--- src/sv/pcl_pkg.sv ---
`timescale 1ns / 1ps
// ----------------------------------------------------------------------------
// pcl_pkg
// Types, codes and constants shared by the pedestrian crossing light files.
// ----------------------------------------------------------------------------
package pcl_pkg;

   localparam int unsigned CountWidth = 8;
   localparam int unsigned LampCount  = 5;
   localparam int unsigned CsrIndexWidth = 2;

   localparam logic [CountWidth-1:0] ElapsedMax      = 8'd255;
   localparam logic [CountWidth-1:0] CountdownLimit  = 8'd10;
   localparam logic [CountWidth-1:0] MinGreenReset   = 8'd5;
   localparam logic [CountWidth-1:0] AmberReset      = 8'd5;
   localparam logic [CountWidth-1:0] WalkReset       = 8'd20;

   // lamp bit positions
   localparam int unsigned LampWalk     = 0;
   localparam int unsigned LampDontWalk = 1;
   localparam int unsigned LampGreen    = 2;
   localparam int unsigned LampAmber    = 3;
   localparam int unsigned LampRed      = 4;

   localparam logic [LampCount-1:0] LampReset = 5'b00110;

   typedef enum logic [1:0] {
      PED_STOP    = 2'd0,
      PED_TRANSIT = 2'd1,
      PED_WALK    = 2'd2
   } ped_phase_type;

   typedef enum logic [1:0] {
      CAR_GREEN  = 2'd0,
      CAR_YELLOW = 2'd1,
      CAR_RED    = 2'd2
   } car_phase_type;

   typedef enum logic [1:0] {
      MSG_NONE  = 2'd0,
      MSG_CROSS = 2'd1,
      MSG_WAIT  = 2'd2
   } msg_type;

   typedef enum logic [CsrIndexWidth-1:0] {
      CSR_MIN_GREEN = 2'd0,
      CSR_AMBER     = 2'd1,
      CSR_WALK      = 2'd2
   } csr_index_type;

   typedef struct packed {
      logic [CountWidth-1:0] min_green_ticks;
      logic [CountWidth-1:0] amber_ticks;
      logic [CountWidth-1:0] walk_ticks;
   } cfg_type;

   typedef struct packed {
      ped_phase_type         ped_phase;
      car_phase_type         car_phase;
      logic [CountWidth-1:0] ped_phase_count;
      logic [CountWidth-1:0] car_phase_count;
      logic [CountWidth-1:0] ped_green_elapsed;
      logic [CountWidth-1:0] car_green_elapsed;
      logic [LampCount-1:0]  lamp_bits;
   } state_type;

   typedef struct packed {
      logic       walk_lamp;
      logic       dont_walk_lamp;
      logic       car_green_lamp;
      logic       car_amber_lamp;
      logic       car_red_lamp;
      logic [3:0] countdown_digit;
      logic       countdown_valid;
      msg_type    message_event;
   } result_type;

   function automatic logic [CountWidth-1:0] sat_inc(input logic [CountWidth-1:0] v);
      logic [CountWidth-1:0] r;
      r = (v < ElapsedMax) ? v + 8'd1 : ElapsedMax;
      return r;
   endfunction

endpackage

--- src/sv/pcl_if.sv ---
`timescale 1ns / 1ps
// ----------------------------------------------------------------------------
// pcl channel interfaces
// Valid/ready channels for button ticks, lamp results and register writes.
// ----------------------------------------------------------------------------
interface pcl_req_if;
   logic valid;
   logic ready;
   logic button_pressed;

   modport source (output valid, output button_pressed, input ready);
   modport sink   (input valid, input button_pressed, output ready);
endinterface

interface pcl_rsp_if;
   logic       valid;
   logic       ready;
   logic       walk_lamp;
   logic       dont_walk_lamp;
   logic       car_green_lamp;
   logic       car_amber_lamp;
   logic       car_red_lamp;
   logic [3:0] countdown_digit;
   logic       countdown_valid;
   logic [1:0] message_event;

   modport source (output valid, output walk_lamp, output dont_walk_lamp,
                   output car_green_lamp, output car_amber_lamp, output car_red_lamp,
                   output countdown_digit, output countdown_valid,
                   output message_event, input ready);
   modport sink   (input valid, input walk_lamp, input dont_walk_lamp,
                   input car_green_lamp, input car_amber_lamp, input car_red_lamp,
                   input countdown_digit, input countdown_valid,
                   input message_event, output ready);
endinterface

interface pcl_csr_if;
   logic       valid;
   logic       ready;
   logic [1:0] index;
   logic [7:0] data;

   modport source (output valid, output index, output data, input ready);
   modport sink   (input valid, input index, input data, output ready);
endinterface

--- src/sv/pcl_step.sv ---
`timescale 1ns / 1ps
// ----------------------------------------------------------------------------
// pcl_step
// One tick of the pedestrian and car machines: next state and result item.
// ----------------------------------------------------------------------------
module pcl_step (
   input  pcl_pkg::cfg_type    cfg,
   input  pcl_pkg::state_type  state,
   input  logic                pressed,
   output pcl_pkg::state_type  state_next,
   output pcl_pkg::result_type result
);

   logic [pcl_pkg::CountWidth-1:0] ped_count_inc;
   logic [pcl_pkg::CountWidth-1:0] ped_count_dec;
   logic [pcl_pkg::CountWidth-1:0] car_count_inc;
   logic [pcl_pkg::CountWidth-1:0] ped_elapsed_inc;
   logic [pcl_pkg::CountWidth-1:0] car_elapsed_inc;

   assign ped_count_inc   = state.ped_phase_count + 8'd1;
   assign ped_count_dec   = state.ped_phase_count - 8'd1;
   assign car_count_inc   = state.car_phase_count + 8'd1;
   assign ped_elapsed_inc = pcl_pkg::sat_inc(state.ped_green_elapsed);
   assign car_elapsed_inc = pcl_pkg::sat_inc(state.car_green_elapsed);

   // pedestrian machine
   always_comb begin
      state_next = state;
      result.countdown_digit = 4'd0;
      result.countdown_valid = 1'b0;
      result.message_event   = pcl_pkg::MSG_NONE;

      unique case (state.ped_phase)
         pcl_pkg::PED_STOP: begin
            state_next.ped_green_elapsed = ped_elapsed_inc;
            state_next.lamp_bits[pcl_pkg::LampDontWalk] = 1'b1;
            state_next.lamp_bits[pcl_pkg::LampWalk]     = 1'b0;
            if (pressed && (ped_elapsed_inc > cfg.min_green_ticks)) begin
               state_next.ped_phase       = pcl_pkg::PED_TRANSIT;
               state_next.ped_phase_count = '0;
            end
         end
         pcl_pkg::PED_TRANSIT: begin
            state_next.ped_phase_count = ped_count_inc;
            if (ped_count_inc >= cfg.amber_ticks) begin
               state_next.ped_phase       = pcl_pkg::PED_WALK;
               state_next.ped_phase_count = cfg.walk_ticks;
               result.message_event       = pcl_pkg::MSG_CROSS;
            end
         end
         pcl_pkg::PED_WALK: begin
            state_next.lamp_bits[pcl_pkg::LampWalk]     = 1'b1;
            state_next.lamp_bits[pcl_pkg::LampDontWalk] = 1'b0;
            state_next.ped_phase_count = ped_count_dec;
            if (ped_count_dec != '0) begin
               if (ped_count_dec < pcl_pkg::CountdownLimit) begin
                  result.countdown_digit = ped_count_dec[3:0];
                  result.countdown_valid = 1'b1;
               end
            end else begin
               state_next.ped_phase         = pcl_pkg::PED_STOP;
               state_next.ped_green_elapsed = '0;
               result.message_event         = pcl_pkg::MSG_WAIT;
            end
         end
         default: begin
         end
      endcase

      // car machine
      unique case (state.car_phase)
         pcl_pkg::CAR_GREEN: begin
            state_next.lamp_bits[pcl_pkg::LampGreen] = 1'b1;
            state_next.lamp_bits[pcl_pkg::LampAmber] = 1'b0;
            state_next.lamp_bits[pcl_pkg::LampRed]   = 1'b0;
            state_next.car_green_elapsed = car_elapsed_inc;
            if (pressed && (car_elapsed_inc > cfg.min_green_ticks)) begin
               state_next.car_phase       = pcl_pkg::CAR_YELLOW;
               state_next.car_phase_count = '0;
               state_next.lamp_bits[pcl_pkg::LampAmber] = 1'b1;
               state_next.lamp_bits[pcl_pkg::LampGreen] = 1'b0;
            end
         end
         pcl_pkg::CAR_YELLOW: begin
            state_next.car_phase_count = car_count_inc;
            if (car_count_inc >= cfg.amber_ticks) begin
               state_next.car_phase       = pcl_pkg::CAR_RED;
               state_next.car_phase_count = '0;
               state_next.lamp_bits[pcl_pkg::LampRed]   = 1'b1;
               state_next.lamp_bits[pcl_pkg::LampAmber] = 1'b0;
            end
         end
         pcl_pkg::CAR_RED: begin
            state_next.car_phase_count = car_count_inc;
            if (car_count_inc >= cfg.walk_ticks) begin
               state_next.car_phase         = pcl_pkg::CAR_GREEN;
               state_next.car_phase_count   = '0;
               state_next.car_green_elapsed = '0;
            end
         end
         default: begin
         end
      endcase

      result.walk_lamp      = state_next.lamp_bits[pcl_pkg::LampWalk];
      result.dont_walk_lamp = state_next.lamp_bits[pcl_pkg::LampDontWalk];
      result.car_green_lamp = state_next.lamp_bits[pcl_pkg::LampGreen];
      result.car_amber_lamp = state_next.lamp_bits[pcl_pkg::LampAmber];
      result.car_red_lamp   = state_next.lamp_bits[pcl_pkg::LampRed];
   end

endmodule

--- src/sv/pedestrian_crossing_lights.sv ---
`timescale 1ns / 1ps
// ----------------------------------------------------------------------------
// pedestrian_crossing_lights
// Pedestrian crossing controller: walk/transit/stop and green/amber/red
// machines stepped once per tick item, with walk countdown and message events.
// ----------------------------------------------------------------------------
// Each accepted req item is one tick with the button level; it produces
// exactly one rsp item holding the lamp states after that tick, the walk
// countdown digit and any cross or wait message event. The step logic is
// combinational and sits between the phase/counter registers and a
// single output register, so a new item is taken every cycle while the
// output register is empty or being drained. Register writes on csr are
// always accepted and should be made while no tick is in flight.
module pedestrian_crossing_lights (
   input logic         clock,
   input logic         reset,
   pcl_req_if.sink     req_ch,
   pcl_rsp_if.source   rsp_ch,
   pcl_csr_if.sink     csr_ch
);

   pcl_pkg::cfg_type    cfg_ff,   cfg_in;
   pcl_pkg::state_type  state_ff, state_in;
   pcl_pkg::state_type  state_step;
   pcl_pkg::result_type result_step;
   pcl_pkg::result_type rsp_data_ff, rsp_data_in;
   logic                rsp_valid_ff, rsp_valid_in;
   logic                req_accept;

   assign req_ch.ready = !rsp_valid_ff || rsp_ch.ready;
   assign req_accept   = req_ch.valid && req_ch.ready;
   assign csr_ch.ready = 1'b1;

   pcl_step u_step (
      .cfg        (cfg_ff),
      .state      (state_ff),
      .pressed    (req_ch.button_pressed),
      .state_next (state_step),
      .result     (result_step)
   );

   // register writes
   always_comb begin
      cfg_in = cfg_ff;
      if (csr_ch.valid) begin
         unique case (csr_ch.index)
            pcl_pkg::CSR_MIN_GREEN: cfg_in.min_green_ticks = csr_ch.data;
            pcl_pkg::CSR_AMBER:     cfg_in.amber_ticks     = csr_ch.data;
            pcl_pkg::CSR_WALK:      cfg_in.walk_ticks      = csr_ch.data;
            default: begin
            end
         endcase
      end
   end

   always_comb begin
      state_in     = req_accept ? state_step : state_ff;
      rsp_data_in  = req_accept ? result_step : rsp_data_ff;
      rsp_valid_in = req_accept || (rsp_valid_ff && !rsp_ch.ready);
   end

   always_ff @(posedge clock) begin
      if (reset) begin
         cfg_ff.min_green_ticks   <= pcl_pkg::MinGreenReset;
         cfg_ff.amber_ticks       <= pcl_pkg::AmberReset;
         cfg_ff.walk_ticks        <= pcl_pkg::WalkReset;
         state_ff.ped_phase         <= pcl_pkg::PED_STOP;
         state_ff.car_phase         <= pcl_pkg::CAR_GREEN;
         state_ff.ped_phase_count   <= '0;
         state_ff.car_phase_count   <= '0;
         state_ff.ped_green_elapsed <= '0;
         state_ff.car_green_elapsed <= '0;
         state_ff.lamp_bits         <= pcl_pkg::LampReset;
         rsp_valid_ff <= 1'b0;
      end else begin
         cfg_ff       <= cfg_in;
         state_ff     <= state_in;
         rsp_valid_ff <= rsp_valid_in;
      end
   end

   always_ff @(posedge clock) begin
      rsp_data_ff <= rsp_data_in;
   end

   assign rsp_ch.valid           = rsp_valid_ff;
   assign rsp_ch.walk_lamp       = rsp_data_ff.walk_lamp;
   assign rsp_ch.dont_walk_lamp  = rsp_data_ff.dont_walk_lamp;
   assign rsp_ch.car_green_lamp  = rsp_data_ff.car_green_lamp;
   assign rsp_ch.car_amber_lamp  = rsp_data_ff.car_amber_lamp;
   assign rsp_ch.car_red_lamp    = rsp_data_ff.car_red_lamp;
   assign rsp_ch.countdown_digit = rsp_data_ff.countdown_digit;
   assign rsp_ch.countdown_valid = rsp_data_ff.countdown_valid;
   assign rsp_ch.message_event   = rsp_data_ff.message_event;

   // exactly one car lamp lit at any time
   a_car_lamp_onehot: assert property (@(posedge clock) disable iff (reset)
      $onehot(state_ff.lamp_bits[pcl_pkg::LampRed:pcl_pkg::LampGreen]))
      else $error("car lamps not one-hot");

   // exactly one pedestrian lamp lit at any time
   a_ped_lamp_onehot: assert property (@(posedge clock) disable iff (reset)
      $onehot(state_ff.lamp_bits[pcl_pkg::LampDontWalk:pcl_pkg::LampWalk]))
      else $error("pedestrian lamps not one-hot");

   // every accepted tick leaves a result item in the output register
   a_accept_gives_rsp: assert property (@(posedge clock) disable iff (reset)
      req_accept |=> rsp_valid_ff)
      else $error("accepted item produced no result");

   // countdown only during walk, and the digit is blank otherwise
   a_countdown_in_walk: assert property (@(posedge clock) disable iff (reset)
      req_accept && result_step.countdown_valid |-> state_ff.ped_phase == pcl_pkg::PED_WALK)
      else $error("countdown outside walk");

endmodule
--- src/flat_wrapper.sv ---
// flat-port wrapper written by rule: the top's interface ports become plain ports
module pedestrian_crossing_lights_flat 
  (clock, reset, req_ch_valid, req_ch_button_pressed, req_ch_ready, rsp_ch_valid, rsp_ch_walk_lamp, rsp_ch_dont_walk_lamp, rsp_ch_car_green_lamp, rsp_ch_car_amber_lamp, rsp_ch_car_red_lamp, rsp_ch_countdown_digit, rsp_ch_countdown_valid, rsp_ch_message_event, rsp_ch_ready, csr_ch_valid, csr_ch_index, csr_ch_data, csr_ch_ready);
  pcl_req_if req_ch_i ();
  pcl_rsp_if rsp_ch_i ();
  pcl_csr_if csr_ch_i ();
  input logic clock;
  input logic reset;
  input wire logic [$bits(req_ch_i.valid)-1:0] req_ch_valid;
  input wire logic [$bits(req_ch_i.button_pressed)-1:0] req_ch_button_pressed;
  output wire logic [$bits(req_ch_i.ready)-1:0] req_ch_ready;
  output wire logic [$bits(rsp_ch_i.valid)-1:0] rsp_ch_valid;
  output wire logic [$bits(rsp_ch_i.walk_lamp)-1:0] rsp_ch_walk_lamp;
  output wire logic [$bits(rsp_ch_i.dont_walk_lamp)-1:0] rsp_ch_dont_walk_lamp;
  output wire logic [$bits(rsp_ch_i.car_green_lamp)-1:0] rsp_ch_car_green_lamp;
  output wire logic [$bits(rsp_ch_i.car_amber_lamp)-1:0] rsp_ch_car_amber_lamp;
  output wire logic [$bits(rsp_ch_i.car_red_lamp)-1:0] rsp_ch_car_red_lamp;
  output wire logic [$bits(rsp_ch_i.countdown_digit)-1:0] rsp_ch_countdown_digit;
  output wire logic [$bits(rsp_ch_i.countdown_valid)-1:0] rsp_ch_countdown_valid;
  output wire logic [$bits(rsp_ch_i.message_event)-1:0] rsp_ch_message_event;
  input wire logic [$bits(rsp_ch_i.ready)-1:0] rsp_ch_ready;
  input wire logic [$bits(csr_ch_i.valid)-1:0] csr_ch_valid;
  input wire logic [$bits(csr_ch_i.index)-1:0] csr_ch_index;
  input wire logic [$bits(csr_ch_i.data)-1:0] csr_ch_data;
  output wire logic [$bits(csr_ch_i.ready)-1:0] csr_ch_ready;
  assign req_ch_i.valid = req_ch_valid;
  assign req_ch_i.button_pressed = req_ch_button_pressed;
  assign req_ch_ready = req_ch_i.ready;
  assign rsp_ch_valid = rsp_ch_i.valid;
  assign rsp_ch_walk_lamp = rsp_ch_i.walk_lamp;
  assign rsp_ch_dont_walk_lamp = rsp_ch_i.dont_walk_lamp;
  assign rsp_ch_car_green_lamp = rsp_ch_i.car_green_lamp;
  assign rsp_ch_car_amber_lamp = rsp_ch_i.car_amber_lamp;
  assign rsp_ch_car_red_lamp = rsp_ch_i.car_red_lamp;
  assign rsp_ch_countdown_digit = rsp_ch_i.countdown_digit;
  assign rsp_ch_countdown_valid = rsp_ch_i.countdown_valid;
  assign rsp_ch_message_event = rsp_ch_i.message_event;
  assign rsp_ch_i.ready = rsp_ch_ready;
  assign csr_ch_i.valid = csr_ch_valid;
  assign csr_ch_i.index = csr_ch_index;
  assign csr_ch_i.data = csr_ch_data;
  assign csr_ch_ready = csr_ch_i.ready;
  pedestrian_crossing_lights u_core (.clock(clock), .reset(reset), .req_ch(req_ch_i), .rsp_ch(rsp_ch_i), .csr_ch(csr_ch_i));
endmodule
--- config.mk ---
export PLATFORM = sky130hd
export DESIGN_NAME = pedestrian_crossing_lights_flat
export DESIGN_NICKNAME = d
export VERILOG_FILES = /design/src/sv/pcl_pkg.sv /design/src/sv/pcl_if.sv /design/src/sv/pcl_step.sv /design/src/sv/pedestrian_crossing_lights.sv /design/src/flat_wrapper.sv
export SDC_FILE = /design/constraint.sdc
export NUM_CORES = 1
export LEC_CHECK = 0
export ABC_AREA = 0
export BUFFER_PORTS_ARGS = -buffer_cell sky130_fd_sc_hd__buf_2
export CAP_MARGIN = 20
export CORE_ASPECT_RATIO = 0.9
export CORE_UTILIZATION = 55
export DETAILED_ROUTE_END_ITERATION = 8
export PLACE_DENSITY_LB_ADDON = 0.05
export SYNTH_ARGS = -nofsm -noshare
export SYNTH_HDL_FRONTEND = slang
export SYNTH_HIERARCHICAL = 1
export SYNTH_SLANG_ARGS = --single-unit
export TNS_END_PERCENT = 50
--- constraint.sdc ---
create_clock -name clock -period 2.9 [get_ports clock]
set_input_delay 0.435 -clock clock [delete_from_list [all_inputs] [get_ports clock]]
set_output_delay 0.435 -clock clock [all_outputs]
set_load 0.01 [all_outputs]
Yosys cells after proc, flatten, opt, wreduce, memory -nomap -nowiden
Index checks and enable logic that the tools add are counted. W data, S select, Z words.

$add $sub $neg: 5. $lt $le $gt $ge: 8. Eq/ne operators: 12. Muxes and demuxes: 30. Reduce and logical (&&, ||, !) cells: 27.

Operator list (count): $mux W8 (9); $pmux W8 S3 (2); $add A8 B1 Y8 const B (4); $pmux W8 S2 (2); $ge A8 B8 Y1 (3); $mux W2 (9); $gt A8 B8 Y1 (2); $lt A8 B8 Y1 const B (2); $reduce_and A3 Y1 (5); $ne A2 B2 Y1 const B (6); $pmux W2 S2 (3); $pmux W2 S3 (2); $reduce_and A5 Y1 (2); $lt A8 B4 Y1 const B (1); $reduce_and A2 Y1 (4); $reduce_bool A8 Y1 (1); $sub A8 B1 Y8 const B (1); $eq A2 B1 Y1 const B (3); $eq A2 B2 Y1 const B (3); $logic_not A2 Y1 (3); $reduce_bool A3 Y1 (2); $logic_and A1 B1 Y1 (4); $reduce_bool A2 Y1 (2); $mux W1 (3); 2 further kinds (4).

Flip-flop bits (word level): 78. Word-level logic and storage cells: 101.

Longest topological paths before layout
Gate-level depths: netlist of the first run.

Depth in word-level cells: 6. Gate-level depth with buffers: 15. Depth with buffers taken out: 14.

Cells and area by module
Netlist of the first run, hierarchy kept.

By module, submodules not included: pedestrian_crossing_lights (instances 1, cells an instance 305, area each 3218.1 µm²); pcl_step (instances 1, cells an instance 374, area each 2549.9 µm²).

Worst setup path after synthesis of the first run
No wires, ideal clock.

Kind: register -> register. Start point: register u_core/state_ff[33] (netlist bit). End point: register u_core/state_ff[34] (netlist bit). Setup time: 0.123 ns. Arrival: 2.781 ns. Required time: 2.777 ns. Slack: -0.005 ns. Cell stages (with the launch flop): 14. Cell sequence: dfxtp_1 -> clkbuf_1 -> and3_1 -> nand3_1 -> xnor2_1 -> ha_1 -> a21o_1 -> a221o_1 -> a21oi_1 -> buf_2 -> mux2i_1 -> o221ai_1 -> nand3_1 -> a21oi_2.

RTL lines: from (decl) (RTL line pedestrian_crossing_lights.sv:23) `pcl_pkg::state_type state_ff, state_in;`; from (signal assigned) (RTL line pedestrian_crossing_lights.sv:77) `state_ff <= state_in;`.

Worst setup path after layout of the first run
Start point: register u_core/state_ff[13] (netlist bit). End point: register u_core/state_ff[29] (netlist bit).

Cells in the longest elaborated chain, start to end: 6. Elaborated cells on any way between the ends: 7.

Ends and longest elaborated chain: $add A8 B1 Y8 or $lt A8 B8 Y1 (tied branches) (RTL line pcl_pkg.sv:80) `r = (v < ElapsedMax) ? v + 8'd1 : ElapsedMax;`; $mux W8 (*) (RTL line pcl_pkg.sv:80); $gt A8 B8 Y1 (*) (RTL line pcl_step.sv:38) `if (pressed && (ped_elapsed_inc > cfg.min_green_ticks)) begin`; $logic_and A1 B1 Y1 (*) (RTL line pcl_step.sv:38); $ne A2 B2 Y1 (no source line) (*); $reduce_and A3 Y1 (no source line) (*).

Every way passes the cells marked *; elsewhere a longest branch is shown, timed or not. A chain may end at the register's enable or synchronous reset.

==> flow_summary.json, run 1 <==
{
  "worst_pin_slew_ns": 0.865,
  "die_y_um": 99.2,
  "hold_viol": 0,
  "maxCapViolCount": 0,
  "antenna_found_initial": 0,
  "synthDistinctLibCells": 64,
  "power_leakage_nw": 2.64,
  "hp-class": "in -> reg",
  "finClkSkew_ns": 0.00533,
  "start_util_pct": 56.5,
  "crit_path_max_fanout": 5,
  "ys_seq_area_share_pct": 29.2,
  "dp_hpwl_um": 10200,
  "status": "finished, final reports clean",
  "yosysWarnings": 6,
  "crit_arrival_ns": 2.97,
  "whs_path_depth": 3,
  "cp-start-kind": "register",
  "cts_num_sinks": 78,
  "fin_crit_ns": 2.76,
  "grt_pass1_vias": 4584,
  "clock_path_buffers": 2,
  "ys.flop_type": "dfxtp_1",
  "cp_slowest_cell": "dfxtp_2",
  "dr.pass1.iters": 5,
  "layout-drive-gt1-share_pct": 23.6,
  "cts-buffers-inserted": 9,
  "cts_root_buffer": "clkbuf_16",
  "nets": 768,
  "peakVddDrop_v": 0.000421,
  "grt_pass1_wl_um": 23300,
  "fin_crit_sh_pct": 95.2,
  "track_usage_pct": 27.7,
  "synth_top_area_share_pct": 22.9,
  "wl_met2_um": 6800,
  "fp.dieW_um": 110,
  "clock_latency_ns": 0.34,
  "end_kind": "register",
  "cts_tree": "done",
  "ys_async_sr_fraction_pct": 0,
  "wirelength_um": 14500,
  "powerDensity_nw_per_um2": 413,
  "grt_max_degree": 62,
  "core_um2": 10200,
  "critPathMaxStageDelay_ns": 0.35,
  "path_class": "reg -> reg",
  "wl_per_cell_um": 17.4,
  "placed_cell_area_um2": 6020,
  "finalSetupViolCount": 0,
  "vias": 5070,
  "syn_inst": 679,
  "first_iter_violations": 279,
  "fmax_ghz": 0.362,
  "synth_edf_count": 12,
  "design_area_um2": 6570,
  "row_count": 35,
  "cp.depth": 13,
  "maxSlewViolCount": 0,
  "avgSynthCellArea_um2": 8.49,
  "slew_headroom_pct": 42.1,
  "path_clk_slew_ns": 0.06,
  "dr.max_layer_used": "met4",
  "cp_top_family": "compound AO/OA/AOI/OAI gates",
  "timing.reg2reg.worst_path_depth": 13,
  "n_antenna_cell": 0,
  "synth_top_area_cell": "dfxtp_1",
  "vias_per_cell": 6.06,
  "cp.required_ns": 3.11,
  "dieArea_um2": 10900,
  "drc": 0,
  "ys_seq_elements": 78,
  "synth_area_leaders": "dfxtp_1 23%, ha_1 11%, a21bo_1 6.8%",
  "route.met3.wl_um": 629,
  "cpMostUsedCell": "a21oi_2",
  "worstPathCellList": "buf_4 -> and4_4 -> nand2_1 -> a21oi_2 -> a21oi_2 -> ha_1 -> nand4_1 -> o21ai_1 -> a21o_1 -> a31o_2 -> o311a_1 -> nand3_1 -> a21oi_2",
  "ant_nets": 0,
  "ios": 31,
  "portBuffers": 29,
  "pre_cts_ws_ns": -0.00922,
  "met1Wirelength_um": 6980,
  "area_delta_synth_final_pct": 13.9,
  "h-tree-depth": 3,
  "synth_area_um2": 5770,
  "path_buf_inv": 1,
  "globalRouteOverflowTotal": 0,
  "setup_ws_ns": 0.140,
  "gp_congestion": 0.932,
  "syn-num-nets": 745
}
state kept, by name, indices dropped and copies added, names as in the netlist, 2 cells and up:
name and cells:
u_core/cfg_ff 24, u_core/rsp_ch.countdown_digit 4, u_core/state_ff 41, u_core/rsp_ch.message_event 2
power breakdown:
| part | total [W] | switching, W | internal, W |
|---|---|---|---|
| clock | 0.00131 | 0.000475 | 0.000834 |
| combinational | 0.000264 | 0.000165 | 0.0000997 |
| sequential | 0.00114 | 0.0000211 | 0.00112 |
area by class of cell:
cell class | count | area, µm²
well taps | 129 | 161
fillers | 893 | 3630
inverters | 36 | 135
repair buffers | 59 | 399
clock inverters | 4 | 76.3
flip-flops and latches | 78 | 1700
clock buffers | 12 | 268
multi-input cells | 518 | 3830
what timing repair did:
item	CTS	global route
hold buffers	0	0
endpoints found under the hold margin	0	0
gates cloned	1	0
setup endpoints to repair	11	29
resized for setup	6	44
setup buffers	0	3
pin swaps	2	6
cells by family (layout without fill, tap and decap cells):
| group | Yosys count | in the layout | synth area share [%] |
|---|---|---|---|
| and+or+nand+nor | 214 | 214 | 18.3 |
| AOI/OAI and AO/OA | 216 | 217 | 28.5 |
| buffers and inverters | 84 | 111 | 7.24 |
| DFF | 78 | 78 | 29.2 |
| xor gates and xnor gates | 16 | 16 | 2.43 |
| other | 1 | 1 | 0.0650 |
| adders and majority gates | 50 | 50 | 10.8 |
| muxes | 20 | 20 | 3.49 |
placed cells by master, fill, tap and decap left out, types with 4 or more instances in the layout:
cell type,n
nor3_1,11
clkbuf_16,10
dfxtp_1,55
buf_2,29
a21oi_2,43
a21bo_1,39
nor2b_1,6
nand3_1,50
a21o_1,7
o21ai_0,24
nor2_1,38
and3_1,6
mux2i_1,19
or3_1,5
nand2_1,56
buf_4,27
inv_1,35
a22o_1,17
ha_1,48
nand4_1,5
dfxtp_2,10
nor2_2,4
a21oi_1,42
edfxtp_1,12
xnor2_1,10
o21a_1,7
nand2b_1,8
worst min-delay path, stage by stage:
cell and delay, ns:
buf_2 0.11, nand2_1 0.05, a21oi_1 0.05
metrics by stage:
| step | utilization, % | total power [W] | setup TNS (ns) | std cells | hold slack (ns) |
|---|---|---|---|---|---|
| 2_1_floorplan | - | 0.00134 | 0 | 679 | 0.436 |
| 3_5_place_dp | 59.0 | 0.00141 | -0.00922 | 816 | 0.449 |
| 3_3_place_gp | 59.0 | 0.00140 | 0 | 816 | 0.445 |
| 4_1_cts | 62.7 | 0.00272 | 0 | 833 | 0.346 |
| 6_report | 64.4 | 0.00272 | 0 | 836 | 0.350 |
| 5_1_grt | 64.4 | 0.00281 | -0.0166 | 836 | 0.358 |
path summary, 6_finish.rpt:
check / end / slack (ns) / start
max: u_core/state_ff[29] / 0.14 / u_core/state_ff[13]
min reg2reg: u_core/cfg_ff[11] / 0.46 / u_core/cfg_ff[11]
max reg2reg: u_core/state_ff[29] / 0.14 / u_core/state_ff[13]
min: u_core/cfg_ff[0] / 0.35 / csr_ch_data[0]
synthesized netlist by cell type, types with 5 or more instances:
cell type  number
inv_1          36
nand2_1        57
nor2b_1         6
buf_4           9
a22o_1         17
nand4_1         5
o21a_1          7
edfxtp_1       12
a21oi_1        45
ha_1           50
mux2i_1        19
a21o_1          7
dfxtp_1        66
nor2_1         40
o21ai_0        28
a31oi_1         5
xor2_1          5
a21bo_1        39
clkbuf_1       18
and3_1          8
nand3_1        52
buf_2          12
buf_6           7
a21oi_2        40
xnor2_1        11
nor3_1         11
or3_1           6
nand2b_1        9
routing by layer:
metal  global-route usage, %  vias up
li1                        -     2484
met1                    39.3     2448
met2                    43.0      126
met3                    5.18       12
met4                    6.77        0
met5                       0        -
(Power assumes the default switching activity.)
==> inputs of run 2 (changes only) <==
- ABC_AREA: 0 -> 1
==> run 2 against run 1 <==
Synthesized area is 8.0% higher. Combinational power grew to 4.2 times the previous value. Sequential cell count unchanged. Final cell count increased by 43%. Critical endpoint is now u_core/state_ff[11]. Highest routed layer unchanged.
==> flow_summary.json, run 2 <==
{
  "p_switching_w": 0.00124,
  "avgSynthCellArea_um2": 6.19,
  "power.share.clock_pct": 32.8,
  "finClkSkew_ns": 0.00966,
  "synth_top_area_cell": "dfxtp_1",
  "dieArea_um2": 11800,
  "hp-class": "in -> reg",
  "reg2reg_to": "u_core/state_ff[11]",
  "critPathMaxStageDelay_ns": 0.37,
  "status": "finished, final reports clean",
  "track_usage_pct": 26.2,
  "power_w": 0.00352,
  "synth_area_um2": 6230,
  "final_common_cell": "nand2_1",
  "fmax_ghz": 0.372,
  "nets": 1101,
  "ios": 31,
  "path_class": "reg -> reg",
  "critPathCapture": "u_core/state_ff[11]",
  "timing.reg2reg.worst_path_depth": 19,
  "power_leakage_nw": 3.71,
  "h-tree-depth": 3,
  "ant_nets": 0,
  "maxSlewViolCount": 0,
  "wl_per_cell_um": 12.5,
  "layout-drive-gt1-share_pct": 14.4,
  "antenna_found_initial": 0,
  "maxCapViolCount": 0,
  "syn_inst": 1007,
  "intPower_w": 0.00228,
  "ys.flop_type": "dfxtp_1",
  "rsz0062_at_grt": "yes",
  "vias_per_cell": 5.00,
  "cts-buffers-inserted": 9,
  "crit_arrival_ns": 2.92,
  "powerDensity_nw_per_um2": 503,
  "portBuffers": 29,
  "place_inst": 1171,
  "grt_max_degree": 82,
  "cp_slowest_cell": "dfxtp_4",
  "r2r_setup_slack_ns": 0.21,
  "clock_latency_ns": 0.35,
  "mostFrequentLayoutCells": "252 x nand2_1, 162 x inv_1, 139 x nor2_1, 87 x nand3_1, 70 x a21oi_1",
  "end_kind": "register",
  "drc": 0,
  "clock_path_buffers": 2,
  "dp_hpwl_um": 10700,
  "fp.dieW_um": 114,
  "cts_tree": "done",
  "nFillCells": 1063,
  "synth_top_area_share_pct": 21.2,
  "path_clk_slew_ns": 0.06,
  "syn-num-nets": 1073,
  "worstPathCellList": "ha_1 -> nand2_1 -> nor2_2 -> nand2_1 -> xor2_2 -> inv_2 -> ha_1 -> nand2_1 -> nor2_2 -> nand4_1 -> nand4_1 -> nand2_1 -> buf_4 -> nand2_1 -> o21ai_0 -> inv_1 -> nand3_1 -> nand2_1 -> nor2_1",
  "cp.required_ns": 3.13,
  "cts_root_buffer": "clkbuf_16",
  "wirelength_um": 14900,
  "design_area_um2": 7000,
  "cts_num_sinks": 78,
  "yosysWarnings": 6,
  "hold_viol": 0,
  "grt_pass1_wl_um": 24200,
  "finish.utilization_pct": 63.9,
  "swShare_pct": 35.2,
  "cp-startpoint": "u_core/state_ff[22]",
  "globalRouteOverflowTotal": 0,
  "crit_path_max_fanout": 4,
  "slew_headroom_pct": 46.1,
  "regMostFlops": "u_core/state_ff",
  "core_um2": 10900,
  "first_iter_violations": 387,
  "ys_async_sr_fraction_pct": 0,
  "dr.pass1.iters": 5,
  "fin_crit_sh_pct": 92.7,
  "r2r_start": "u_core/state_ff[22]",
  "peakVddDrop_v": 0.000457,
  "finalSetupViolCount": 0,
  "largest_reg_flops": 41,
  "combPwrFrac_pct": 31.5,
  "regArea_um2": 1690,
  "row_count": 36,
  "worst_pin_slew_ns": 0.809,
  "area_delta_synth_final_pct": 12.3,
  "yosysMostFrequentCell": "nand2_1",
  "ctsHoldBuffers": 0,
  "gp_congestion": 0.921,
  "multiInputGateArea_um2": 3750,
  "die_y_um": 103,
  "synthDistinctLibCells": 39,
  "final_cells": 1192,
  "pwr-share-seq_pct": 35.7,
  "fin_crit_ns": 2.69,
  "placed_cell_area_um2": 6520,
  "ys_seq_area_share_pct": 27.0,
  "n_antenna_cell": 0,
  "netlist_top_cells_count": "259 x nand2_1, 164 x inv_1, 141 x nor2_1",
  "grt_pass1_vias": 4987,
  "cpMostUsedCell": "nand2_1",
  "ys_seq_elements": 78,
  "synth_edf_count": 12,
  "synth_area_leaders": "dfxtp_1 21%, nand2_1 16%, ha_1 10%",
  "vias": 5961,
  "start_util_pct": 56.9,
  "cp-start-kind": "register"
}
==> run 2: worst min path at each step <==
stage          cells after the start                   to  slack, ns               start
2_1_floorplan                      2    u_core/cfg_ff[10]       0.43   u_core/cfg_ff[10]
3_3_place_gp                       2    u_core/cfg_ff[10]       0.44   u_core/cfg_ff[10]
3_5_place_dp                       2   u_core/state_ff[2]       0.46  u_core/state_ff[2]
4_1_cts                            2  u_core/rsp_ch.valid       0.26               reset
5_1_grt                            2  u_core/rsp_ch.valid       0.26               reset
6_report                           2  u_core/rsp_ch.valid       0.27               reset
==> run 2: final cells by class <==
cell class / instances / area share [%]
clock buffers: 13 / 4.02
clock inverters: 3 / 0.340
inverters: 171 / 9.18
multi-input cells: 712 / 53.6
flip-flops and latches: 78 / 24.2
well taps: 152 / 2.72
repair buffers: 63 / 5.90
==> run 2: what timing repair did <==
action,4_1_cts,5_1_grt
gates cloned,0,1
pin swaps,0,8
resized for setup,1,38
buffers inserted,0,4
setup endpoints to repair,1,30
==> run 2: metal layers <==
layer | part of all wire [%] | track usage (%) | vias to the layer above
li1 | - | - | 3195
met1 | 51 | 37.9 | 2626
met2 | 43 | 40.1 | 132
met3 | 4.7 | 5.00 | 8
met4 | 0.80 | 6.59 | 0
met5 | 0 | 0 | -
==> run 2: worst max-delay path: cells and delay by family, from the launching register on <==
kind	cells	cell delay, ns
and+or+nand+nor	12	1.19
adders and majority gates	2	0.44
DFF	1	0.37
buffers and inverters	3	0.30
xor gates and xnor gates	1	0.19
AOI/OAI and AO/OA	1	0.08
==> run 2: power by group through the flow <==
stage	clock network (W)	registers (W)	logic (W)
CTS	0.00118	0.00125	0.00106
floorplan	0	0.00127	0.000813
detailed placement	0	0.00128	0.00105
finish	0.00115	0.00126	0.00111
global placement	0	0.00127	0.00105
global route	0.00123	0.00127	0.00127
==> run 2: logic make-up (layout without fill, tap and decap cells) <==
group / Yosys count / after routing / synth area share (%)
simple gates: 543 / 544 / 37.5
buf+inv: 218 / 250 / 14.9
compound gates: 110 / 110 / 9.36
flops: 78 / 78 / 27.0
fa+ha+maj: 50 / 50 / 10.0
xor+xnor: 7 / 7 / 1.10
other cells: 1 / 1 / 0.0602
==> run 2: metrics by stage <==
step / worst slack, ns / hold slack, ns / setup TNS, ns
4_1_cts: 0.0539 / 0.255 / 0
3_3_place_gp: 0.0899 / 0.441 / 0
3_5_place_dp: 0.0279 / 0.455 / 0
6_report: 0.213 / 0.267 / 0
5_1_grt: -0.0198 / 0.258 / -0.0452
2_1_floorplan: 0.409 / 0.429 / 0
